$ cat config.mk
export PLATFORM = sky130hd
export DESIGN_NAME = hmn_front_flat
export DESIGN_NICKNAME = d
export VERILOG_FILES = /design/src/rtl/hmn_pkg.sv /design/src/rtl/hmn_if.sv /design/src/rtl/hmn_front.sv /design/src/flat_wrapper.sv
export SDC_FILE = /design/constraint.sdc
export NUM_CORES = 1
export LEC_CHECK = 0
export BUFFER_PORTS_ARGS = -buffer_cell sky130_fd_sc_hd__buf_2
export CAP_MARGIN = 25
export CORE_AREA = 3 3 40 42
export DETAILED_ROUTE_END_ITERATION = 10
export DIE_AREA = 0 0 43 45
export GPL_ROUTABILITY_DRIVEN = 0
export GPL_TIMING_DRIVEN = 0
export PLACE_DENSITY = 0.49
export RECOVER_POWER = 50
export SLEW_MARGIN = 20
export SYNTH_ARGS = -nofsm -noshare
export SYNTH_HDL_FRONTEND = slang
export SYNTH_SLANG_ARGS = --single-unit
$ cat constraint.sdc
create_clock -name vclk -period 1.5
set_clock_uncertainty 0.1 [all_clocks]
set_input_delay 0.3 -clock vclk [all_inputs]
set_output_delay 0.3 -clock vclk [all_outputs]
set_load 0.005 [all_outputs]
$ cat src/rtl/hmn_pkg.sv
// Shared types and constants for the histogram min-max normalizer.
// Holds operation codes, the queued command format, back-end states and status.
// No dependencies; every other file refers to it by scoped names.
package hmn_pkg;

  localparam int OP_W        = 2;
  localparam int PIX_W       = 8;
  localparam int HEIGHT_W    = 8;
  localparam int SCALE_W     = 8;
  localparam int QUOT_STEPS  = 8;
  localparam int QUEUE_DEPTH = 4;

  localparam logic [OP_W-1:0] OP_CLEAR = 2'd0;
  localparam logic [OP_W-1:0] OP_ADD   = 2'd1;
  localparam logic [OP_W-1:0] OP_READ  = 2'd2;

  localparam logic [SCALE_W-1:0] SCALE_TOP_RESET = 8'd230;

  // Commands after classification. A read of a bin past the end of the
  // histogram needs no scan and answers with height zero.
  typedef enum logic [1:0] {
    CMD_CLEAR,
    CMD_ADD,
    CMD_READ,
    CMD_READ_NONE
  } cmd_kind_t;

  typedef struct packed {
    cmd_kind_t        kind;
    logic [PIX_W-1:0] addr;
  } cmd_t;

  typedef struct packed {
    logic init_busy;
  } back_status_t;

  typedef enum logic [2:0] {
    ST_IDLE,
    ST_CLEAR,
    ST_SCAN,
    ST_LAST,
    ST_MUL,
    ST_DIV,
    ST_DONE
  } back_state_t;

endpackage

$ cat src/rtl/hmn_if.sv
// Valid/ready channel interfaces for the histogram normalizer input and result words.
// Depends on hmn_pkg for field widths.
interface hmn_in_if;
  logic                        valid;
  logic                        ready;
  logic [hmn_pkg::OP_W-1:0]    operation;
  logic [hmn_pkg::PIX_W-1:0]   pixel;
  logic [hmn_pkg::PIX_W-1:0]   bin_index;

  modport source (output valid, operation, pixel, bin_index, input ready);
  modport sink   (input valid, operation, pixel, bin_index, output ready);
endinterface


$ cat src/rtl/hmn_front.sv
// Front end: accepts input words and turns them into queued commands.
// Depends on hmn_pkg and hmn_in_if.
module hmn_front #(
  parameter int BINS = 256
) (
  hmn_in_if.sink               in_ch,
  input  hmn_pkg::back_status_t status,
  input  logic                 fifo_full,
  output logic                 push,
  output hmn_pkg::cmd_t        push_cmd
);

  logic take;

  assign in_ch.ready = !fifo_full && !status.init_busy;
  assign take        = in_ch.valid && in_ch.ready;

  always_comb begin
    push          = 1'b0;
    push_cmd.kind = hmn_pkg::CMD_ADD;
    push_cmd.addr = in_ch.pixel;
    case (in_ch.operation)
      hmn_pkg::OP_CLEAR: begin
        push          = take;
        push_cmd.kind = hmn_pkg::CMD_CLEAR;
      end
      hmn_pkg::OP_ADD: begin
        // Pixels past the last bin are dropped here.
        push          = take && (int'(in_ch.pixel) < BINS);
        push_cmd.kind = hmn_pkg::CMD_ADD;
      end
      hmn_pkg::OP_READ: begin
        push          = take;
        push_cmd.addr = in_ch.bin_index;
        push_cmd.kind = (int'(in_ch.bin_index) < BINS) ? hmn_pkg::CMD_READ
                                                       : hmn_pkg::CMD_READ_NONE;
      end
      default: begin
        push = 1'b0;
      end
    endcase
  end

endmodule

$ cat src/flat_wrapper.sv
// flat-port wrapper written by rule: the top's interface ports become plain ports
module hmn_front_flat 
#(
  parameter int BINS = 256
)
  (status, fifo_full, push, push_cmd, in_ch_valid, in_ch_operation, in_ch_pixel, in_ch_bin_index, in_ch_ready);
  hmn_in_if in_ch_i ();
  input  hmn_pkg::back_status_t status;
  input  logic fifo_full;
  output logic push;
  output hmn_pkg::cmd_t push_cmd;
  input wire logic [$bits(in_ch_i.valid)-1:0] in_ch_valid;
  input wire logic [$bits(in_ch_i.operation)-1:0] in_ch_operation;
  input wire logic [$bits(in_ch_i.pixel)-1:0] in_ch_pixel;
  input wire logic [$bits(in_ch_i.bin_index)-1:0] in_ch_bin_index;
  output wire logic [$bits(in_ch_i.ready)-1:0] in_ch_ready;
  assign in_ch_i.valid = in_ch_valid;
  assign in_ch_i.operation = in_ch_operation;
  assign in_ch_i.pixel = in_ch_pixel;
  assign in_ch_i.bin_index = in_ch_bin_index;
  assign in_ch_ready = in_ch_i.ready;
  hmn_front #(.BINS(BINS)) u_core (.in_ch(in_ch_i), .status(status), .fifo_full(fifo_full), .push(push), .push_cmd(push_cmd));
endmodule
==> impl_results.md <==
* Status: complete, no violations
* Antenna diodes at 0
* Die Height at 45 um
* Post-Syn Nets at 35
* Syn_area_per_cell at 11.3 um^2
* Crit-path cells: buf_8, nor2b_4, buf_6, mux2_4, buf_6
* FF+latch area at 0 um^2
* Starting DRT DRC Count at 0
* Pin count of the biggest net entering global routing at 6
* Max-cap violations at 0
* Count of different cell masters after synthesis at 7
* WHS at 0.727 ns
* Fmax at 671 MHz
* CTS Hold Buffers Added at 0
* Leak at 0.241 nW
* Cells after synthesis at 14
* Non-filler cells in the finished layout at 64
* Compound-cell area share of the yosys netlist at 0%
* I/O pins at 33
* Worst path arrival time at 1.09 ns
* Seq_cells at 0
* Total Routing Usage GR at 8.79%
* Setup-failing EPs final at 0
* Multiplexer share of the synthesized area at 76.2%
* Post-layout util at 32.0%
* Initial Util at 12.3%
* Synthesized area at 158 um^2
* PwrDens at 296 mW/mm^2
* Pre-Repair DR Iteration Count at 1
* Fin Setup TNS at 0 ns
* Cell Rows at 13
* CP startpoint kind: input pin
* Final min period at 1.49 ns
* Slew headroom at 91.2%
* Final Hold Fails at 0
* Clock buffers at 0
* CP max-delay cell: mux2_4
* Most frequent CP cell: buf_6
* Setup CP Type: input pin to output pin
* Vias per cell at 3.92
* Die area at 0.00194 mm^2
* Slowest stage delay, CP at 0.31 ns
* I/O Buffers at 33
* Crit end category: output pin
* Core area at 0.00128 mm^2
* DRC viols at 0
* Initial antenna violation count at 0
* Unrepaired setup endpoints after global routing: yes
* Largest family of logic cells by synthesized area: multiplexers
* ANT nets after route at 0
* Slew @ Worst Pin at 0.131 ns
* VDD IR-drop max at 0.106 mV
* Die W at 43 um
* Critical path required time at 1.10 ns
* Worst hold path class: input pin to output pin
* Seq/Total Area, Yosys at 0%
* Ys Warns at 0
* WL per Instance at 12.8 um
* Drt total wl at 818 um
* Synth Area in XOR/XNOR at 0%
* First-pass GRT wire length at 1.32 mm
* Vias in the first global route at 288
* Final nets at 72
* Grt total ovfl at 0
* Synth Area in Adders at 0%
* Area growth syn-to-layout at 161%
* FILL cells at 137
* Fin crit share at 99.4%
* Placed Cells at 62
* DR vias at 251
* Post-Synth Simple-Gate Area at 14.3%
* Max Slew Vio Count at 0
* Crit Path Max Fanout at 5
* Fraction of layout instances using a drive strength above 1 at 89.8%
## cells in the final DEF, fill, tap and decap left out
master / netlist / routed
buf_2: 0 / 24
buf_6: 1 / 8
mux2_4: 8 / 8
clkbuf_1: 1 / 2
nor2b_4: 0 / 1
nor2_1: 1 / 1
nand2_1: 1 / 1
and3_1: 1 / 1
buf_8: 0 / 1
clkbuf_2: 0 / 1
buf_4: 0 / 1
## Yosys cell counts, drive strengths merged
cell type,count,area [um^2]
and3,1,6.26
buf,1,11.3
clkbuf,1,3.75
mux2,8,120
nand2,1,3.75
nor2,1,3.75
nor2b,1,8.76
## layout make-up
cell class                      instances  area [um^2]  area share [%]
Multi-Input combinational cell         12          148            35.9
Tap cell                               15         18.8            4.56
Timing Repair Buffer                   35          230            55.9
Buffer                                  2         15.0            3.65
## power breakdown
part / switching, mW / internal, mW
combinational: 0.0380 / 0.0840
clock: 0 / 0
sequential: 0 / 0
total: 0.0380 / 0.0840
## per-layer routing
metal / global-route usage [%] / wire length, um / up-vias
met4: 0 / 0 / 0
met1: 13.8 / 401 / 99
li1: - / - / 121
met2: 11.4 / 258 / 31
met3: 3.98 / 158 / 0
met5: 0 / 0 / -
## repair_timing
item / CTS / global route
pin swaps: 0 / 0
setup endpoints to repair: 8 / 5
buffers inserted: 1 / 0
cloned: 1 / 0
resized for setup: 10 / 2
## logic make-up after synthesis
logic type	after synthesis
buffers and inverters	2
muxes	8
and+or+nand+nor	4
## worst max-delay path: cells and delay by family
kind,cells,cell delay (ns)
AND/OR/NAND/NOR,1,0.12
buffers and inverters,3,0.36
multiplexers,1,0.31
## through the flow
stage | cell area, um^2 | setup WS (ns) | total power, mW
final | 412 | 0.00923 | 0.122
after global placement | 342 | -0.0441 | 0.0984
after detailed placement | 342 | -0.0553 | 0.0993
after floorplan | 158 | 0.217 | 0.0446
after global routing | 412 | -0.0185 | 0.133
after CTS | 400 | -0.00170 | 0.119
## path summary, 6_finish.rpt
check,slack (ns),start,cells after the start,endpoint
hold / removal,0.73,fifo_full,3,in_ch_ready
setup / recovery,0.009,in_ch_operation[0],5,push_cmd[6]
Note: power is estimated with default switching activity, not from simulation.
