<file path="src/rtl/hmn_pkg.sv">
// Shared types and constants for the histogram min-max normalizer.
// Holds operation codes, the queued command format, back-end states and status.
// No dependencies; every other file refers to it by scoped names.
package hmn_pkg;

  localparam int OP_W        = 2;
  localparam int PIX_W       = 8;
  localparam int HEIGHT_W    = 8;
  localparam int SCALE_W     = 8;
  localparam int QUOT_STEPS  = 8;
  localparam int QUEUE_DEPTH = 4;

  localparam logic [OP_W-1:0] OP_CLEAR = 2'd0;
  localparam logic [OP_W-1:0] OP_ADD   = 2'd1;
  localparam logic [OP_W-1:0] OP_READ  = 2'd2;

  localparam logic [SCALE_W-1:0] SCALE_TOP_RESET = 8'd230;

  // Commands after classification. A read of a bin past the end of the
  // histogram needs no scan and answers with height zero.
  typedef enum logic [1:0] {
    CMD_CLEAR,
    CMD_ADD,
    CMD_READ,
    CMD_READ_NONE
  } cmd_kind_t;

  typedef struct packed {
    cmd_kind_t        kind;
    logic [PIX_W-1:0] addr;
  } cmd_t;

  typedef struct packed {
    logic init_busy;
  } back_status_t;

  typedef enum logic [2:0] {
    ST_IDLE,
    ST_CLEAR,
    ST_SCAN,
    ST_LAST,
    ST_MUL,
    ST_DIV,
    ST_DONE
  } back_state_t;

endpackage

</file>
<file path="src/rtl/hmn_fifo.sv">
// Short command queue between the front end and the back end.
// Depends on hmn_pkg for the command type and the queue depth.
module hmn_fifo (
  input  logic          clk,
  input  logic          rst_n,
  input  logic          push,
  input  hmn_pkg::cmd_t push_cmd,
  input  logic          pop,
  output hmn_pkg::cmd_t head,
  output logic          empty,
  output logic          full
);

  localparam int DEPTH = hmn_pkg::QUEUE_DEPTH;
  localparam int PTR_W = (DEPTH > 1) ? $clog2(DEPTH) : 1;
  localparam int CNT_W = $clog2(DEPTH + 1);
  localparam logic [PTR_W-1:0] LAST_PTR  = PTR_W'(DEPTH - 1);
  localparam logic [CNT_W-1:0] FULL_CNT  = CNT_W'(DEPTH);

  hmn_pkg::cmd_t    q_r [DEPTH];
  logic [PTR_W-1:0] wr_ptr_r, wr_ptr_nxt;
  logic [PTR_W-1:0] rd_ptr_r, rd_ptr_nxt;
  logic [CNT_W-1:0] cnt_r, cnt_nxt;

  assign empty = (cnt_r == '0);
  assign full  = (cnt_r == FULL_CNT);
  assign head  = q_r[rd_ptr_r];

  always_comb begin
    wr_ptr_nxt = wr_ptr_r;
    rd_ptr_nxt = rd_ptr_r;
    cnt_nxt    = cnt_r;
    if (push) begin
      wr_ptr_nxt = (wr_ptr_r == LAST_PTR) ? '0 : wr_ptr_r + 1'b1;
    end
    if (pop) begin
      rd_ptr_nxt = (rd_ptr_r == LAST_PTR) ? '0 : rd_ptr_r + 1'b1;
    end
    if (push && !pop) begin
      cnt_nxt = cnt_r + 1'b1;
    end else if (pop && !push) begin
      cnt_nxt = cnt_r - 1'b1;
    end
  end

  always_ff @(posedge clk) begin
    if (!rst_n) begin
      wr_ptr_r <= '0;
      rd_ptr_r <= '0;
      cnt_r    <= '0;
    end else begin
      wr_ptr_r <= wr_ptr_nxt;
      rd_ptr_r <= rd_ptr_nxt;
      cnt_r    <= cnt_nxt;
    end
  end

  always_ff @(posedge clk) begin
    if (push) begin
      q_r[wr_ptr_r] <= push_cmd;
    end
  end

endmodule

</file>
<file path="config.mk">
export PLATFORM = sky130hd
export DESIGN_NAME = hmn_fifo
export DESIGN_NICKNAME = d
export VERILOG_FILES = /design/src/rtl/hmn_pkg.sv /design/src/rtl/hmn_fifo.sv
export SDC_FILE = /design/constraint.sdc
export NUM_CORES = 1
export LEC_CHECK = 0
export ABC_AREA = 1
export BUFFER_PORTS_ARGS = -buffer_cell sky130_fd_sc_hd__buf_2
export CORE_MARGIN = 1
export CORE_UTILIZATION = 56
export DETAILED_ROUTE_END_ITERATION = 16
export PLACE_DENSITY = 0.78
export SETUP_SLACK_MARGIN = 0.1
export SLEW_MARGIN = 30
export SYNTH_ARGS = -nofsm -noshare
export SYNTH_HDL_FRONTEND = slang
export SYNTH_SLANG_ARGS = --single-unit
</file>
<file path="constraint.sdc">
create_clock -name clk -period 1.51 [get_ports clk]
set_input_delay 0.151 -clock clk [delete_from_list [all_inputs] [get_ports clk]]
set_output_delay 0.151 -clock clk [all_outputs]
set_load 0.02 [all_outputs]
</file>
==> results.md, run 1 <==
* Status: finished clean
* Sw power at 0.000707 W
* Crit path kind: reg -> out
* Max VDD drop at 0.797 mV
* Top_reg_cell synth: edfxtp_1
* DRC violations left at 0
* First-pass GRT wire length at 5490 µm
* Clk slew on worst S/H paths at 0.13 ns
* Mean post-synth cell area at 12.6 µm²
* ANT nets after route at 0
* Logic gate share of total power at 0.176
* Number of diodes at 0
* Nets at 224
* HP Class: in -> reg
* Grt total ovfl at 0
* Starting Density at 0.587
* Met2 wire len at 2090 µm
* Layout area overhead at 28.5%
* Ys Warns at 0
* Post-DP HPWL at 2380 µm
* Seq cells post-synth at 49
* Site row count at 21
* Vias in the first global route at 1177
* Endpoints failing hold at 0
* Gr usage total at 0.218
* RSZ-0062 raised after global routing: yes
* Final Core Density at 0.754
* H-Tree Depth at 2
* Fin. max-slew vios at 0
* Worst setup EP type: output pin
* Netlist cell types at 20
* Max_cap viols at 0
* Fillers at 206
* Rel. slew slack at 0.869
* Clk network pwr share at 0.270
* P per Cell Area at 1130 nW/µm²
* Number of CTS-inserted buffers at 5
* Share of cells above drive strength 1 at 0.338
* Commonest non-fill, non-tap cells in the layout: edfxtp_1, nor2_1, buf_2
* Num ports at 26
* Hold_ws at 0.0129 ns
* WL final at 3830 µm
* Synthesized area at 1960 µm²
* 1st-iter DRT viols at 46
* Seq/Total Area, Yosys at 0.705
* Ys async rst share at 0
* Syn Inst Count at 156
* Final period util at 0.984
* Static Leak at 1.01 nW
* Worst slew pin tran at 0.195 ns
* Final setup vio count at 0
* PortBufs at 25
* Min Clock Period, post-route at 1.49 ns
* Initial antenna violation count at 0
* Worst Reg-to-Reg Cells at 6
* Top Layer Used: met4
* Clock latency on the worst-skew pair at 0.36 ns
* Final setup skew at 0.0138 ns
* Sequential share of power at 0.554
* Hold path cells at 1
* Worst setup margin at 0.0246 ns
* Total core area at 3340 µm²
* Vias/cell at 5.34
* CP Max Fanout at 5
* Via count at 1335
* Post-Place Setup Slack at 0.0818 ns
* Switching Fraction at 0.248
* EDFF count, synth at 40
* Number of detailed-route iterations in the first pass at 4
* DR WL/cell at 15.3 µm
* M1 wire length at 1520 µm
* Root buffer cell: clkbuf_4
* Commonest non-fill, non-tap cell in the layout: edfxtp_1
* CTS tree: yes
* Worst EP arrival at 1.33 ns
* Pin count of the biggest net entering global routing at 21
* Routed met3 length at 149 µm
* Die Span X at 61.1 µm
* CP startpoint kind: flip-flop
* Power Internal at 0.00215 W
* Syn nets at 177
* Final Power at 0.00285 W
* Worst EP required at 1.36 ns
* Fmax at 0.673 GHz
* Die Height at 61.1 µm
* CTS Buffer Depth at 2
* GP Congestion at 0.710
* Die area at 3740 µm²
* Sink Count at 49
[cells in the mapped netlist (2+ instances only)]
cell type	number	share of area
nor2_1	28	0.054
inv_1	14	0.027
o21ai_1	20	0.051
o22ai_1	10	0.032
inv_2	2	0.0038
dfxtp_1	9	0.092
o21ai_0	3	0.0077
ha_1	6	0.038
a21oi_1	3	0.0077
nor3_1	3	0.0077
buf_6	3	0.017
edfxtp_1	40	0.61
nand2_1	8	0.015
[state kept, by name (all words and copies together), names as in the netlist, named ones only]
name	cells
rd_ptr_r	2
q_r	40
cnt_r	3
wr_ptr_r	2
[worst max-delay path, stage by stage, from the launching register on]
cell and delay [ns]:
dfxtp_4 0.39, clkinvlp_4 0.08, buf_6 0.15, o21ai_4 0.07
o22ai_2 0.15, buf_6 0.14
[per-stage QoR]
stage	std cells	setup TNS, ns	area, µm²
after global placement	229	0	2160
after CTS	247	0	2390
final	250	0	2520
after global routing	250	-0.202	2520
after floorplan	156	0	1960
after detailed placement	229	0	2160
[layer usage]
layer / vias up / GRT usage
li1: 645 / -
met1: 653 / 0.257
met2: 30 / 0.363
met3: 7 / 0.0630
met4: 0 / 0.114
met5: - / 0
[cells by family after synthesis]
group / count (synthesis) / synth area share
DFF: 49 / 0.705
AOI/OAI and AO/OA: 36 / 0.0984
xor gates and xnor gates: 1 / 0.00447
adders and majority gates: 7 / 0.0486
and+or+nand+nor: 42 / 0.0875
buffers and inverters: 21 / 0.0556
[area by class of cell]
cell class | instances | area [µm²] | share of cell area
flip-flops and latches | 49 | 1390 | 0.552
repair buffers | 45 | 360 | 0.143
clock inverters | 1 | 30.0 | 0.0119
well taps | 46 | 57.6 | 0.0229
multi-input cells | 86 | 553 | 0.220
clock buffers | 7 | 55.1 | 0.0219
inverters | 16 | 71.3 | 0.0283
[what timing repair did]
item | CTS | global route
resized for setup | 22 | 25
setup endpoints to repair | 10 | 10
endpoints found under the hold margin | 15 | 11
pin swaps | 4 | 11
setup buffers | 4 | 0
hold buffers | 4 | 3
cloned | 2 | 0
[worst paths after layout]
path / end / from / slack (ns)
max: head[9] / flip-flop / 0.02
min: q_r[1][5] / push_cmd[5] / 0.01
max reg2reg: cnt_r[2] / cnt_r[0] / 0.25
min reg2reg: wr_ptr_r[1] / wr_ptr_r[1] / 0.54
[power by group through the flow]
stage          Sequential, W  Combinational [W]  Clock (W)
6_report             0.00158           0.000502   0.000771
3_5_place_dp         0.00160           0.000386          0
3_3_place_gp         0.00160           0.000364          0
5_1_grt              0.00159           0.000550   0.000838
4_1_cts              0.00158           0.000443   0.000785
2_1_floorplan        0.00159           0.000261          0
Note: power is estimated with default switching activity, not from simulation.
==> run 2, diff against run 1 <==
--- a/config.mk
+++ b/config.mk
@@ -5,12 +5,11 @@
 export SDC_FILE = /design/constraint.sdc
 export NUM_CORES = 1
 export LEC_CHECK = 0
-export ABC_AREA = 1
 export BUFFER_PORTS_ARGS = -buffer_cell sky130_fd_sc_hd__buf_2
 export CORE_MARGIN = 1
-export CORE_UTILIZATION = 56
+export CORE_UTILIZATION = 55
 export DETAILED_ROUTE_END_ITERATION = 16
-export PLACE_DENSITY = 0.78
+export PLACE_DENSITY = 0.77
 export SETUP_SLACK_MARGIN = 0.1
 export SLEW_MARGIN = 30
 export SYNTH_ARGS = -nofsm -noshare
==> constraint.sdc (replaced) <==
create_clock -name clk -period 1.51 [get_ports clk]
set_input_delay 0.151 -clock clk [delete_from_list [all_inputs] [get_ports clk]]
set_output_delay 0.151 -clock clk [all_outputs]
set_load 0.005 [all_outputs]
==> results.md, run 2 <==
* Status: finished, violations left
* Failing checks: negative setup slack
* Ys Warns at 0
* Seq/Total Area, Yosys at 0.727
* Worst slew pin tran at 0.281 ns
* Fillers at 217
* Starting Density at 0.603
* ANT nets after route at 0
* Root buffer cell: clkbuf_4
* Final setup skew at 0.00676 ns
* Number of diodes at 0
* PortBufs at 25
* Top_reg_cell synth: edfxtp_1
* CTS Buffer Depth at 2
* Gr usage total at 0.197
* Final period util at 1.09
* Seq cells post-synth at 49
* Post-synth top area cell: edfxtp_1
* Post-DP HPWL at 2170 µm
* Number of detailed-route iterations in the first pass at 4
* Worst setup margin at -0.135 ns
* Worst setup EP type: output pin
* Pin count of the biggest net entering global routing at 15
* H-Tree Depth at 2
* Netlist cell types at 20
* Commonest non-fill, non-tap cell in the layout: edfxtp_1
* Area contributors post-synth: edfxtp_1, mux4_2, dfxtp_1
* Number of CTS-inserted buffers at 5
* Clk slew on worst S/H paths at 0.12 ns
* CP startpoint kind: flip-flop
* Total core area at 3150 µm²
* Most common cell in the netlist: edfxtp_1
* Synthesized area at 1900 µm²
* Endpoints failing hold at 0
* Commonest non-fill, non-tap cells in the layout: edfxtp_1, buf_2, mux4_2
* WL final at 3130 µm
* Sink Count at 49
* HP Class: in -> reg
* RSZ-0062 raised after global routing: yes
* Static Leak at 0.852 nW
* Worst EP arrival at 1.49 ns
* Min Clock Period, post-route at 1.65 ns
* Initial antenna violation count at 0
* Commonest cells in the netlist: edfxtp_1, mux4_2, dfxtp_1
* Final setup vio count at 10
* Max reg flops at 40
* CTS tree: yes
* Worst EP required at 1.36 ns
* CP Max Fanout at 5
* Clock latency on the worst-skew pair at 0.35 ns
* First-pass GRT wire length at 4710 µm
* Die area at 3690 µm²
* Fmax at 0.608 GHz
* Max_cap viols at 0
* Syn nets at 117
* EDFF count, synth at 40
* Vias/cell at 5.22
* Largest regs: q_r (40), cnt_r (3)
* Max VDD drop at 0.642 mV
* Site row count at 20
* Nets at 161
* Vias in the first global route at 1015
* Grt total ovfl at 0
* DP Area at 2110 µm²
* Share of cells above drive strength 1 at 0.418
* Ys async rst share at 0
* DRC violations left at 0
* Syn Inst Count at 96
* Biggest register: q_r
* GP Congestion at 0.765
* P per Cell Area at 1160 nW/µm²
* Final instance area at 2320 µm²
* Die Height at 60.8 µm
* Rel. slew slack at 0.812
* Fin. max-slew vios at 0
* Num ports at 26
* Layout area overhead at 21.9%
* DR WL/cell at 16.9 µm
* 1st-iter DRT viols at 19
* Mean post-synth cell area at 19.8 µm²
* Via count at 965
* Die Span X at 60.8 µm
* Post-Place Setup Slack at -0.0762 ns
* Synth top area share at 0.632
* Crit path kind: reg -> out
## run 2: changes by cell type in the layout (fill, tap and decap cells not counted), sizes merged, moves of 3 or more
cell,previous run,this run
inv,15,4
mux4,0,10
nand2,8,0
and2,0,5
mux2i,0,4
nor2,28,1
a21oi,3,0
nor2b,0,5
o21ai,23,1
buf,38,32
o22ai,10,0
## run 2: logic make-up (layout without fill, tap and decap cells)
family / count (synthesis) / count (layout) / share of synthesized area
flip-flops: 49 / 49 / 0.727
multiplexers: 14 / 14 / 0.140
buffers and inverters: 6 / 51 / 0.0165
adder cells (fa/ha/maj): 7 / 7 / 0.0500
AND/OR/NAND/NOR: 15 / 15 / 0.0474
XOR/XNOR: 2 / 2 / 0.00922
AO/OA/AOI/OAI: 3 / 3 / 0.0105
## run 2: layout make-up
cell class              count  area [µm²]  share of cell area
inverters                   4        15.0             0.00648
repair buffers             39         262               0.113
flip-flops and latches     49        1390               0.600
clock buffers               7        55.1              0.0238
clock inverters             1        30.0              0.0130
multi-input cells          41         509               0.220
well taps                  44        55.1              0.0238
## run 2: timing repair
action	in CTS	in global routing
endpoints found under the hold margin	14	11
setup endpoints to repair	21	32
hold buffers	4	3
cloned	0	0
buffers inserted	1	0
pin swaps	2	1
gates resized for setup	6	7
## run 2: final timing paths
path | start | endpoint | slack, ns | cells after the start
min | push_cmd[6] | q_r[0][6] | 0.02 | 1
max reg2reg | cnt_r[0] | cnt_r[2] | 0.12 | 4
min reg2reg | cnt_r[2] | cnt_r[2] | 0.54 | 2
max | flip-flop | head[5] | -0.14 | 3
## run 2: report_power, final
| group | internal (W) | switching (W) | total [W] | leakage, nW |
|---|---|---|---|---|
| registers | 0.00154 | 0.0000372 | 0.00158 | 0.443 |
| logic | 0.000192 | 0.000151 | 0.000342 | 0.363 |
| clock network | 0.000396 | 0.000377 | 0.000772 | 0.0455 |
| total | 0.00213 | 0.000565 | 0.00269 | 0.852 |
## run 2: metrics by stage
step                      TNS [ns]  hold slack (ns)  total power (W)  cells  utilization
after detailed placement   -0.0762            0.369          0.00191    169        0.671
final                        -1.21           0.0151          0.00269    185        0.735
after floorplan                  0            0.250          0.00178     96            -
after global placement    -0.00981            0.362          0.00189    169        0.671
after global routing         -1.97         0.000308          0.00281    185        0.735
after CTS                    -1.45          0.00357          0.00269    182        0.717
## run 2: worst max-delay path: stages, from the launching register on
cell	delay, ns
dfxtp_2	0.37
buf_6	0.14
mux4_2	0.50
buf_2	0.14
## run 2: layer usage
metal	global-route usage	up-vias	part of all wire	routed length, µm
li1	-	458	-	-
met3	0.0640	8	0.028	88
met2	0.356	19	0.56	1750
met1	0.209	480	0.39	1220
met4	0.0877	0	0.020	63
met5	0	-	0	0
